### config.mk
export PLATFORM = sky130hd
export DESIGN_NAME = link_supervisor_with_ap_fallback_top
export DESIGN_NICKNAME = d
export VERILOG_FILES = /design/src/design/lsap_pkg.sv /design/src/design/lsap_cfg.sv /design/src/design/lsap_core.sv /design/src/design/link_supervisor_with_ap_fallback_top.sv
export SDC_FILE = /design/constraint.sdc
export NUM_CORES = 1
export LEC_CHECK = 0
export BUFFER_PORTS_ARGS = -buffer_cell sky130_fd_sc_hd__clkbuf_2
export CAP_MARGIN = 10
export CORE_ASPECT_RATIO = 1.1
export CORE_MARGIN = 1
export CORE_UTILIZATION = 35
export DETAILED_ROUTE_END_ITERATION = 10
export SYNTH_ARGS = -nofsm -noshare
export SYNTH_HDL_FRONTEND = slang
export SYNTH_HIERARCHICAL = 1
export SYNTH_SLANG_ARGS = --single-unit
### constraint.sdc
create_clock -name i_clk -period 11.9 [get_ports i_clk]
set_clock_uncertainty 0.1 [all_clocks]
set_input_delay 1.785 -clock i_clk [delete_from_list [all_inputs] [get_ports i_clk]]
set_output_delay 1.785 -clock i_clk [all_outputs]
set_load 0.02 [all_outputs]
### src/design/lsap_pkg.sv
// ----------------------------------------------------------------------------
// Link supervisor package
// Shared types and constants for the link supervisor with portal fallback.
// ----------------------------------------------------------------------------
`default_nettype none

package lsap_pkg;

    // Supervisor modes, encoded as they appear on the result port.
    typedef enum logic [1:0] {
        MODE_IDLE       = 2'd0,
        MODE_CONNECTING = 2'd1,
        MODE_CONNECTED  = 2'd2,
        MODE_PORTAL     = 2'd3
    } t_mode;

    // Request operation codes.
    typedef enum logic [1:0] {
        OP_TICK  = 2'd0,
        OP_BEGIN = 2'd1,
        OP_CREDS = 2'd2,
        OP_STOP  = 2'd3
    } t_op;

    // Register indexes on the configuration port (byte address is 4 * index).
    localparam int unsigned AddrWidth = 5;
    localparam int unsigned IdxWidth  = 3;
    typedef enum logic [IdxWidth-1:0] {
        REG_CONNECT_TIMEOUT = 3'd0,
        REG_OFFLINE_TIMEOUT = 3'd1,
        REG_RETRY_INTERVAL  = 3'd2,
        REG_FALLBACK_EN     = 3'd3,
        REG_AUTO_RETRY_EN   = 3'd4
    } t_reg_idx;

    // Register reset values.
    localparam logic [31:0] ConnectTimeoutRst = 32'd10000;
    localparam logic [31:0] OfflineTimeoutRst = 32'd30000;
    localparam logic [31:0] RetryIntervalRst  = 32'd60000;
    localparam logic        FallbackEnRst     = 1'b1;
    localparam logic        AutoRetryEnRst    = 1'b1;

    // Configuration seen by the supervisor core.
    typedef struct packed {
        logic [31:0] connect_timeout_ms;
        logic [31:0] offline_timeout_ms;
        logic [31:0] retry_interval_ms;
        logic        fallback_enable;
        logic        auto_retry_enable;
    } t_cfg;

    // One result: mode after the step and the action strobes.
    typedef struct packed {
        t_mode mode_now;
        logic  is_connected;
        logic  start_station;
        logic  start_portal;
        logic  teardown_portal;
        logic  start_combined_retry;
        logic  drop_to_portal_only;
    } t_result;

endpackage

`default_nettype wire

### src/design/lsap_cfg.sv
// ----------------------------------------------------------------------------
// Link supervisor configuration registers
// APB-style register file holding the timeouts and the enable bits.
// ----------------------------------------------------------------------------
`default_nettype none

module lsap_cfg (
    input  wire logic                           i_clk,
    input  wire logic                           i_rst_n,
    input  wire logic                           psel,
    input  wire logic                           penable,
    input  wire logic                           pwrite,
    input  wire logic [lsap_pkg::AddrWidth-1:0] paddr,
    input  wire logic [31:0]                    pwdata,
    output logic      [31:0]                    prdata,
    output logic                                pready,
    output lsap_pkg::t_cfg                      o_cfg
);

    lsap_pkg::t_cfg                 r_cfg;
    logic                           wr_en;
    logic [lsap_pkg::IdxWidth-1:0]  reg_idx;

    assign pready  = 1'b1;
    assign wr_en   = psel && penable && pwrite;
    assign reg_idx = paddr[lsap_pkg::AddrWidth-1:2];
    assign o_cfg   = r_cfg;

    // Register writes on the access phase of a write request.
    always_ff @(posedge i_clk) begin
        if (!i_rst_n) begin
            r_cfg.connect_timeout_ms <= lsap_pkg::ConnectTimeoutRst;
            r_cfg.offline_timeout_ms <= lsap_pkg::OfflineTimeoutRst;
            r_cfg.retry_interval_ms  <= lsap_pkg::RetryIntervalRst;
            r_cfg.fallback_enable    <= lsap_pkg::FallbackEnRst;
            r_cfg.auto_retry_enable  <= lsap_pkg::AutoRetryEnRst;
        end else if (wr_en) begin
            case (reg_idx)
                lsap_pkg::REG_CONNECT_TIMEOUT: r_cfg.connect_timeout_ms <= pwdata;
                lsap_pkg::REG_OFFLINE_TIMEOUT: r_cfg.offline_timeout_ms <= pwdata;
                lsap_pkg::REG_RETRY_INTERVAL:  r_cfg.retry_interval_ms  <= pwdata;
                lsap_pkg::REG_FALLBACK_EN:     r_cfg.fallback_enable    <= pwdata[0];
                lsap_pkg::REG_AUTO_RETRY_EN:   r_cfg.auto_retry_enable  <= pwdata[0];
                default: ;
            endcase
        end
    end

    // Read data mux; unused addresses read as zero.
    always_comb begin
        case (reg_idx)
            lsap_pkg::REG_CONNECT_TIMEOUT: prdata = r_cfg.connect_timeout_ms;
            lsap_pkg::REG_OFFLINE_TIMEOUT: prdata = r_cfg.offline_timeout_ms;
            lsap_pkg::REG_RETRY_INTERVAL:  prdata = r_cfg.retry_interval_ms;
            lsap_pkg::REG_FALLBACK_EN:     prdata = {31'd0, r_cfg.fallback_enable};
            lsap_pkg::REG_AUTO_RETRY_EN:   prdata = {31'd0, r_cfg.auto_retry_enable};
            default:                       prdata = 32'd0;
        endcase
    end

endmodule

`default_nettype wire

### src/design/lsap_core.sv
// ----------------------------------------------------------------------------
// Link supervisor core
// Holds the mode and timestamps and computes one step per accepted request.
// ----------------------------------------------------------------------------
`default_nettype none

module lsap_core (
    input  wire logic           i_clk,
    input  wire logic           i_rst_n,
    input  wire lsap_pkg::t_cfg i_cfg,
    input  wire logic           i_step,
    input  wire lsap_pkg::t_op  i_op,
    input  wire logic [31:0]    i_now_ms,
    input  wire logic           i_link_up,
    input  wire logic           i_creds_valid,
    output lsap_pkg::t_result   o_res
);

    lsap_pkg::t_mode r_mode, n_mode;
    logic            r_have_creds, n_have_creds;
    logic [31:0]     r_connect_started_at, n_connect_started_at;
    logic [31:0]     r_offline_since, n_offline_since;
    logic [31:0]     r_last_retry_at, n_last_retry_at;
    logic [31:0]     r_combined_started_at, n_combined_started_at;

    logic st_station, st_portal, st_teardown, st_retry, st_drop;

    // Next state and strobes for the request being processed.
    always_comb begin
        n_mode                = r_mode;
        n_have_creds          = r_have_creds;
        n_connect_started_at  = r_connect_started_at;
        n_offline_since       = r_offline_since;
        n_last_retry_at       = r_last_retry_at;
        n_combined_started_at = r_combined_started_at;
        st_station  = 1'b0;
        st_portal   = 1'b0;
        st_teardown = 1'b0;
        st_retry    = 1'b0;
        st_drop     = 1'b0;

        case (i_op)
            lsap_pkg::OP_TICK: begin
                if (r_mode != lsap_pkg::MODE_IDLE) begin
                    // The link coming up moves any running mode to connected.
                    if (i_link_up && r_mode != lsap_pkg::MODE_CONNECTED) begin
                        st_teardown     = (r_mode == lsap_pkg::MODE_PORTAL);
                        n_mode          = lsap_pkg::MODE_CONNECTED;
                        n_offline_since = 32'd0;
                    end
                    case (n_mode)
                        lsap_pkg::MODE_CONNECTING: begin
                            if (!i_link_up && i_cfg.fallback_enable &&
                                (i_now_ms - r_connect_started_at) >=
                                i_cfg.connect_timeout_ms) begin
                                n_mode                = lsap_pkg::MODE_PORTAL;
                                n_combined_started_at = 32'd0;
                                st_portal             = 1'b1;
                            end
                        end
                        lsap_pkg::MODE_CONNECTED: begin
                            if (!i_link_up) begin
                                // A zero stamp means the offline timer is stopped.
                                if (r_offline_since == 32'd0) begin
                                    n_offline_since = i_now_ms;
                                end else if (i_cfg.fallback_enable &&
                                             (i_now_ms - r_offline_since) >=
                                             i_cfg.offline_timeout_ms) begin
                                    n_mode                = lsap_pkg::MODE_PORTAL;
                                    n_combined_started_at = 32'd0;
                                    st_portal             = 1'b1;
                                end
                            end else begin
                                n_offline_since = 32'd0;
                            end
                        end
                        lsap_pkg::MODE_PORTAL: begin
                            // Periodic station retry in combined mode.
                            if (i_cfg.auto_retry_enable && r_have_creds &&
                                (i_now_ms - r_last_retry_at) >=
                                i_cfg.retry_interval_ms) begin
                                n_last_retry_at       = i_now_ms;
                                n_combined_started_at = i_now_ms;
                                st_retry              = 1'b1;
                            end
                            // Combined mode times out back to portal only.
                            if (n_combined_started_at != 32'd0 && !i_link_up &&
                                (i_now_ms - n_combined_started_at) >=
                                i_cfg.connect_timeout_ms) begin
                                n_combined_started_at = 32'd0;
                                st_drop               = 1'b1;
                            end
                        end
                        default: ;
                    endcase
                end
            end
            lsap_pkg::OP_BEGIN: begin
                n_have_creds = i_creds_valid;
                if (i_creds_valid) begin
                    n_mode                = lsap_pkg::MODE_CONNECTING;
                    n_connect_started_at  = i_now_ms;
                    n_last_retry_at       = i_now_ms;
                    n_combined_started_at = 32'd0;
                    st_station            = 1'b1;
                end else begin
                    n_mode                = lsap_pkg::MODE_PORTAL;
                    n_combined_started_at = 32'd0;
                    st_portal             = 1'b1;
                end
            end
            lsap_pkg::OP_CREDS: begin
                // Saved credentials only matter while the portal is up.
                if (r_mode == lsap_pkg::MODE_PORTAL) begin
                    n_have_creds          = 1'b1;
                    n_mode                = lsap_pkg::MODE_CONNECTING;
                    n_connect_started_at  = i_now_ms;
                    n_last_retry_at       = i_now_ms;
                    n_combined_started_at = 32'd0;
                    st_station            = 1'b1;
                end
            end
            default: begin
                n_mode                = lsap_pkg::MODE_IDLE;
                n_connect_started_at  = 32'd0;
                n_offline_since       = 32'd0;
                n_last_retry_at       = 32'd0;
                n_combined_started_at = 32'd0;
            end
        endcase
    end

    // Result of the step.
    always_comb begin
        o_res.mode_now             = n_mode;
        o_res.is_connected         = (n_mode == lsap_pkg::MODE_CONNECTED);
        o_res.start_station        = st_station;
        o_res.start_portal         = st_portal;
        o_res.teardown_portal      = st_teardown;
        o_res.start_combined_retry = st_retry;
        o_res.drop_to_portal_only  = st_drop;
    end

    // State update, once per processed request.
    always_ff @(posedge i_clk) begin
        if (!i_rst_n) begin
            r_mode                <= lsap_pkg::MODE_IDLE;
            r_have_creds          <= 1'b0;
            r_connect_started_at  <= 32'd0;
            r_offline_since       <= 32'd0;
            r_last_retry_at       <= 32'd0;
            r_combined_started_at <= 32'd0;
        end else if (i_step) begin
            r_mode                <= n_mode;
            r_have_creds          <= n_have_creds;
            r_connect_started_at  <= n_connect_started_at;
            r_offline_since       <= n_offline_since;
            r_last_retry_at       <= n_last_retry_at;
            r_combined_started_at <= n_combined_started_at;
        end
    end

    // A stop clears the mode and every timestamp.
    a_stop_clears: assert property (@(posedge i_clk) disable iff (!i_rst_n)
        i_step && i_op == lsap_pkg::OP_STOP |=>
            r_mode == lsap_pkg::MODE_IDLE && r_offline_since == 32'd0 &&
            r_last_retry_at == 32'd0 && r_combined_started_at == 32'd0)
        else $error("stop did not clear the supervisor state");

    // A station start records the request time and enters connecting.
    a_station_stamp: assert property (@(posedge i_clk) disable iff (!i_rst_n)
        i_step && o_res.start_station |=>
            r_mode == lsap_pkg::MODE_CONNECTING &&
            r_connect_started_at == $past(i_now_ms) &&
            r_combined_started_at == 32'd0)
        else $error("station start left inconsistent state");

    // A portal teardown always lands in connected.
    a_teardown_mode: assert property (@(posedge i_clk) disable iff (!i_rst_n)
        i_step && o_res.teardown_portal |=> r_mode == lsap_pkg::MODE_CONNECTED)
        else $error("portal teardown without entering connected");

    // Station start and portal start never happen in one step.
    a_start_excl: assert property (@(posedge i_clk) disable iff (!i_rst_n)
        i_step |-> !(o_res.start_station && o_res.start_portal))
        else $error("station and portal started together");

endmodule

`default_nettype wire

### src/design/link_supervisor_with_ap_fallback_top.sv
// ----------------------------------------------------------------------------
// Link supervisor with access point fallback, top level
// Request register, supervisor core, result register and configuration port.
// ----------------------------------------------------------------------------
// The block takes one request per clock cycle while the result side is not
// stalled, and gives one result per request: the request is captured in an
// input register, the supervisor step is evaluated in combinational logic
// (four 32-bit wrapping subtract-and-compare paths and the mode update), and
// the result is loaded into an output register when the held request is
// processed, which waits while an earlier result is still held, and is held
// there until it is taken. Requests keep flowing while a result waits, up to
// the depth of the two registers. Configuration registers are written through
// the APB-style port and should only be changed while no request is in flight.
`default_nettype none

module link_supervisor_with_ap_fallback_top (
    input  wire logic                           i_clk,
    input  wire logic                           i_rst_n,
    // Request channel
    input  wire logic                           i_in_valid,
    output logic                                o_in_ready,
    input  wire logic [1:0]                     i_op,
    input  wire logic [31:0]                    i_now_ms,
    input  wire logic                           i_link_up,
    input  wire logic                           i_creds_valid,
    // Result channel
    output logic                                o_out_valid,
    input  wire logic                           i_out_ready,
    output logic [1:0]                          o_mode_now,
    output logic                                o_is_connected,
    output logic                                o_start_station,
    output logic                                o_start_portal,
    output logic                                o_teardown_portal,
    output logic                                o_start_combined_retry,
    output logic                                o_drop_to_portal_only,
    // Configuration port
    input  wire logic                           psel,
    input  wire logic                           penable,
    input  wire logic                           pwrite,
    input  wire logic [lsap_pkg::AddrWidth-1:0] paddr,
    input  wire logic [31:0]                    pwdata,
    output logic      [31:0]                    prdata,
    output logic                                pready
);

    lsap_pkg::t_cfg    cfg;
    lsap_pkg::t_result step_res;
    lsap_pkg::t_result r_res;

    logic          r_in_vld;
    lsap_pkg::t_op r_op;
    logic [31:0]   r_now_ms;
    logic          r_link_up;
    logic          r_creds_valid;
    logic          r_out_vld;
    logic          step;
    logic          in_acc;

    // A held request is processed when the result register is free or draining.
    assign step       = r_in_vld && (!r_out_vld || i_out_ready);
    assign o_in_ready = !r_in_vld || step;
    assign in_acc     = i_in_valid && o_in_ready;

    // Configuration registers.
    lsap_cfg u_cfg (
        .i_clk   (i_clk),
        .i_rst_n (i_rst_n),
        .psel    (psel),
        .penable (penable),
        .pwrite  (pwrite),
        .paddr   (paddr),
        .pwdata  (pwdata),
        .prdata  (prdata),
        .pready  (pready),
        .o_cfg   (cfg)
    );

    // Request register control.
    always_ff @(posedge i_clk) begin
        if (!i_rst_n) begin
            r_in_vld <= 1'b0;
        end else if (o_in_ready) begin
            r_in_vld <= i_in_valid;
        end
    end

    // Request register payload.
    always_ff @(posedge i_clk) begin
        if (in_acc) begin
            r_op          <= lsap_pkg::t_op'(i_op);
            r_now_ms      <= i_now_ms;
            r_link_up     <= i_link_up;
            r_creds_valid <= i_creds_valid;
        end
    end

    // Supervisor step.
    lsap_core u_core (
        .i_clk         (i_clk),
        .i_rst_n       (i_rst_n),
        .i_cfg         (cfg),
        .i_step        (step),
        .i_op          (r_op),
        .i_now_ms      (r_now_ms),
        .i_link_up     (r_link_up),
        .i_creds_valid (r_creds_valid),
        .o_res         (step_res)
    );

    // Result register control.
    always_ff @(posedge i_clk) begin
        if (!i_rst_n) begin
            r_out_vld <= 1'b0;
        end else if (step) begin
            r_out_vld <= 1'b1;
        end else if (i_out_ready) begin
            r_out_vld <= 1'b0;
        end
    end

    // Result register payload.
    always_ff @(posedge i_clk) begin
        if (step) begin
            r_res <= step_res;
        end
    end

    assign o_out_valid            = r_out_vld;
    assign o_mode_now             = r_res.mode_now;
    assign o_is_connected         = r_res.is_connected;
    assign o_start_station        = r_res.start_station;
    assign o_start_portal         = r_res.start_portal;
    assign o_teardown_portal      = r_res.teardown_portal;
    assign o_start_combined_retry = r_res.start_combined_retry;
    assign o_drop_to_portal_only  = r_res.drop_to_portal_only;

    // A waiting result is never dropped.
    a_out_held: assert property (@(posedge i_clk) disable iff (!i_rst_n)
        r_out_vld && !i_out_ready |=> r_out_vld && $stable(r_res))
        else $error("waiting result lost or changed");

    // A held request is never overwritten before it is processed.
    a_in_held: assert property (@(posedge i_clk) disable iff (!i_rst_n)
        r_in_vld && !step |=> r_in_vld && $stable(r_now_ms) && $stable(r_op))
        else $error("held request overwritten");

    // Each processed request leaves a valid result behind.
    a_step_result: assert property (@(posedge i_clk) disable iff (!i_rst_n)
        step |=> r_out_vld)
        else $error("processed request produced no result");

endmodule

`default_nettype wire
==> impl_metrics.prom <==
# TYPE chip_impl_metric gauge
chip_impl_info{name="run_status",value="complete, no violations"} 1
chip_impl_metric{name="power_leakage",unit="nW"} 9.92
chip_impl_metric{name="postLayoutCellArea",unit="µm²"} 23700
chip_impl_info{name="tritoncts",value="built"} 1
chip_impl_metric{name="drc_errors",unit=""} 0
chip_impl_metric{name="switching_power",unit="W"} 0.000782
chip_impl_metric{name="layout-area-overhead-vs-synth",unit="%"} 12.4
chip_impl_metric{name="cts_buffers",unit=""} 30
chip_impl_metric{name="grt_pass1_wl",unit="µm"} 98500
chip_impl_metric{name="port_buffer_cells",unit=""} 119
chip_impl_metric{name="whs",unit="ns"} 0.361
chip_impl_info{name="cp-startpoint",value="r_now_ms[0]"} 1
chip_impl_info{name="crit_path_end_kind",value="register"} 1
chip_impl_metric{name="clockBufferDepth",unit=""} 3
chip_impl_metric{name="initial_utilization",unit="%"} 35.3
chip_impl_info{name="synth_top_flop_cell",value="sky130_fd_sc_hd__dfxtp_1"} 1
chip_impl_metric{name="ys_seq_area_share",unit="%"} 28.2
chip_impl_metric{name="chipWidth",unit="µm"} 236
chip_impl_metric{name="synth.net_count",unit=""} 2881
chip_impl_metric{name="post_synth_inst_count",unit=""} 2543
chip_impl_metric{name="synth_cell_types",unit=""} 85
chip_impl_info{name="critPathSlowestCell",value="sky130_fd_sc_hd__or4_1"} 1
chip_impl_info{name="clock-root-buffer",value="sky130_fd_sc_hd__clkbuf_16"} 1
chip_impl_metric{name="cts-htree-levels",unit=""} 1
chip_impl_metric{name="routabilityCongestion",unit=""} 0.910
chip_impl_metric{name="placementRows",unit=""} 94
chip_impl_metric{name="finalNonFillerCells",unit=""} 3444
chip_impl_info{name="hold_path.class",value="register to register"} 1
chip_impl_metric{name="pwr-share-comb",unit="%"} 23.7
chip_impl_metric{name="drt-wirelength-per-cell",unit="µm"} 18.5
chip_impl_metric{name="drive_above_1_share",unit="%"} 10.3
chip_impl_metric{name="power.density",unit="nW/µm²"} 108
chip_impl_metric{name="vias",unit=""} 18500
chip_impl_metric{name="async_flop_share",unit="%"} 0
chip_impl_metric{name="drt_iter0_drc",unit=""} 1253
chip_impl_metric{name="number_of_synthesis_warnings",unit=""} 6
chip_impl_metric{name="post-route-min-period",unit="ns"} 11.18
chip_impl_metric{name="floorplan.die.height",unit="µm"} 260
chip_impl_metric{name="globalRouteTotalUtil",unit="%"} 20.1
chip_impl_metric{name="cts.repair_timing.setup_buffer_count",unit=""} 0
chip_impl_metric{name="antenna_left",unit=""} 0
chip_impl_metric{name="standard_cell_area_after_detailed_placement",unit="µm²"} 22700
chip_impl_metric{name="clock_latency",unit="ns"} 0.59
chip_impl_metric{name="postRouteWirelength",unit="µm"} 63700
chip_impl_metric{name="synth-edff-count",unit=""} 44
chip_impl_metric{name="critical_path_required",unit="ns"} 12.31
chip_impl_metric{name="transition_time_of_the_tightest_slew_check_pin",unit="ns"} 1.14
chip_impl_metric{name="drtPass1Iterations",unit=""} 6
chip_impl_metric{name="dp_hpwl",unit="µm"} 49200
chip_impl_metric{name="antenna_found_initial",unit=""} 2
chip_impl_metric{name="ir_worst_vdd",unit="V"} 0.0000778
chip_impl_metric{name="io_pins",unit=""} 123
chip_impl_info{name="criticalPathCategory",value="register to register"} 1
chip_impl_metric{name="clkSlewWorstSetupHoldPaths",unit="ns"} 0.07
chip_impl_metric{name="max-slew-margin-rel",unit="%"} 24.1
chip_impl_metric{name="via_per_inst",unit=""} 5.38
chip_impl_info{name="worst_setup_path_start_kind",value="register"} 1
chip_impl_metric{name="ys_seq_elements",unit=""} 275
chip_impl_metric{name="critical_path_arrival",unit="ns"} 11.59
chip_impl_metric{name="cells_after_dpl",unit=""} 3386
chip_impl_metric{name="clk_sinks",unit=""} 275
chip_impl_metric{name="cp_max_fo",unit=""} 15
chip_impl_metric{name="syn_area_per_cell",unit="µm²"} 8.30
chip_impl_metric{name="final_layout_net_count",unit=""} 2989
chip_impl_info{name="holdCritStartpoint",value="u_core/r_last_retry_at[24]"} 1
chip_impl_metric{name="floorplan.core_area",unit="µm²"} 59700
chip_impl_metric{name="timing.final.max_slew_violations",unit=""} 0
chip_impl_metric{name="grt_max_degree",unit=""} 137
chip_impl_metric{name="setup_total_negative_slack",unit="ns"} 0
chip_impl_metric{name="sw_frac_of_total",unit="%"} 30.7
chip_impl_metric{name="ctsResizeCount",unit=""} 0
chip_impl_info{name="rsz0062_at_grt",value="no"} 1
chip_impl_metric{name="fmax",unit="GHz"} 0.0894
chip_impl_metric{name="netlist_area",unit="µm²"} 21100
chip_impl_metric{name="pwr-share-seq",unit="%"} 38.5
chip_impl_metric{name="dieArea",unit="µm²"} 61300
chip_impl_info{name="crit-reg2reg-launch",value="r_now_ms[0]"} 1
chip_impl_metric{name="setup_viol",unit=""} 0
chip_impl_metric{name="cts_hold_repair.buffers",unit=""} 0
chip_impl_metric{name="gr-total-overflow",unit=""} 0
chip_impl_metric{name="power.internal",unit="W"} 0.00177
chip_impl_metric{name="r2r_setup_slack",unit="ns"} 0.72
chip_impl_metric{name="hold_viol",unit=""} 0
chip_impl_metric{name="grt_pass1_vias",unit=""} 18000
chip_impl_metric{name="clockPowerShare",unit="%"} 37.8
chip_impl_metric{name="cp_slowest_stage_delay",unit="ns"} 0.51
chip_impl_metric{name="final_min_period_over_clock_period",unit="%"} 94.0
chip_impl_metric{name="maxCapViolCount",unit=""} 0
-- cells by family after synthesis --
family	synth area share, %
flops	28.2
buf+inv	7.17
mux	6.57
compound gates	20.5
xor+xnor	4.69
fa+ha+maj	15.5
simple gates	17.4
other cells	0.0178
-- synth_stat cells, drive strengths merged (33+ instances only) --
cell / number / share of area [%]
nor2b: 57 / 1.7
a21o: 95 / 3.4
a21oi: 130 / 3.1
a21boi: 96 / 3.4
dfxtp: 231 / 22
xnor2: 80 / 3.3
edfxtp: 44 / 6.3
buf: 36 / 1.3
nand2: 288 / 5.1
clkbuf: 80 / 1.4
nand3: 104 / 2.5
ha: 255 / 15
xor2: 33 / 1.4
mux2i: 137 / 6.5
nor4: 33 / 1.0
o21ai: 74 / 1.8
nor2: 128 / 2.3
inv: 252 / 4.5
-- power groups by stage --
stage,Combinational [W],Clock [W],Sequential [W]
2_1_floorplan,0.000428,0,0.00100
3_3_place_gp,0.000586,0,0.00100
3_5_place_dp,0.000601,0,0.00100
4_1_cts,0.000604,0.000992,0.000980
5_1_grt,0.000676,0.00103,0.000982
6_report,0.000605,0.000964,0.000980
-- critical path, delay by kind of cell, from the launching register on --
family	cells	cell delay, ns
AOI/OAI and AO/OA	25	4.72
xor gates and xnor gates	2	0.22
adders and majority gates	6	1.51
buffers and inverters	8	1.14
DFF	1	0.45
muxes	1	0.29
and+or+nand+nor	13	2.63
-- worst paths after layout --
kind	endpoint	cells past startpoint
hold / removal	u_core/r_last_retry_at[24]	2
setup / recovery	u_core/r_combined_started_at[21]	55
hold reg to reg	u_core/r_last_retry_at[24]	2
setup reg to reg	u_core/r_combined_started_at[21]	55
-- per-layer routing --
layer,vias to the layer above,track usage [%],routed length [µm]
met1,8751,26.5,29600
li1,9191,-,-
met5,-,0,11
met2,466,34.3,29500
met4,2,6.61,1780
met3,103,1.98,2850
-- layout make-up --
type	count	area, µm²
Antenna cell	1	2.50
Clock buffer	42	900
Clock inverter	14	106
Fill cell	6017	36000
Inverter	252	946
Multi-Input combinational cell	1900	13700
Sequential cell	275	5950
Tap cell	768	961
Timing Repair Buffer	192	1170
-- registers in the layout, indices dropped and copies added (netlist names), 2 cells and up --
signal,cells
u_core/r_combined_started_at,32
r_op,2
u_core/r_offline_since,32
u_core/r_mode,2
u_core/r_last_retry_at,32
o_mode_now,2
u_core/r_connect_started_at,32
r_now_ms,32
u_cfg/o_cfg,98
-- through the flow --
step	total power [W]	worst slack [ns]	util (%)
final	0.00255	0.715	39.7
after global routing	0.00268	0.0179	39.7
after CTS	0.00258	0.663	39.7
after detailed placement	0.00160	0.747	38.0
after global placement	0.00159	0.783	38.0
after floorplan	0.00143	1.82	-
-- cells in the final DEF, fill, tap and decap left out, types with 33 or more instances in the layout --
cell type / count
sky130_fd_sc_hd__buf_4: 71
sky130_fd_sc_hd__mux2i_1: 137
sky130_fd_sc_hd__a21boi_0: 66
sky130_fd_sc_hd__a21o_1: 95
sky130_fd_sc_hd__nor2_1: 125
sky130_fd_sc_hd__nand2_1: 288
sky130_fd_sc_hd__dfxtp_1: 231
sky130_fd_sc_hd__xnor2_1: 80
sky130_fd_sc_hd__clkbuf_16: 33
sky130_fd_sc_hd__ha_1: 255
sky130_fd_sc_hd__xor2_1: 33
sky130_fd_sc_hd__nor2b_1: 54
sky130_fd_sc_hd__edfxtp_1: 44
sky130_fd_sc_hd__inv_1: 252
sky130_fd_sc_hd__clkbuf_2: 118
sky130_fd_sc_hd__nand3_1: 103
sky130_fd_sc_hd__a21oi_1: 129
sky130_fd_sc_hd__o21ai_0: 54
Power figures use the tool's default switching activity.
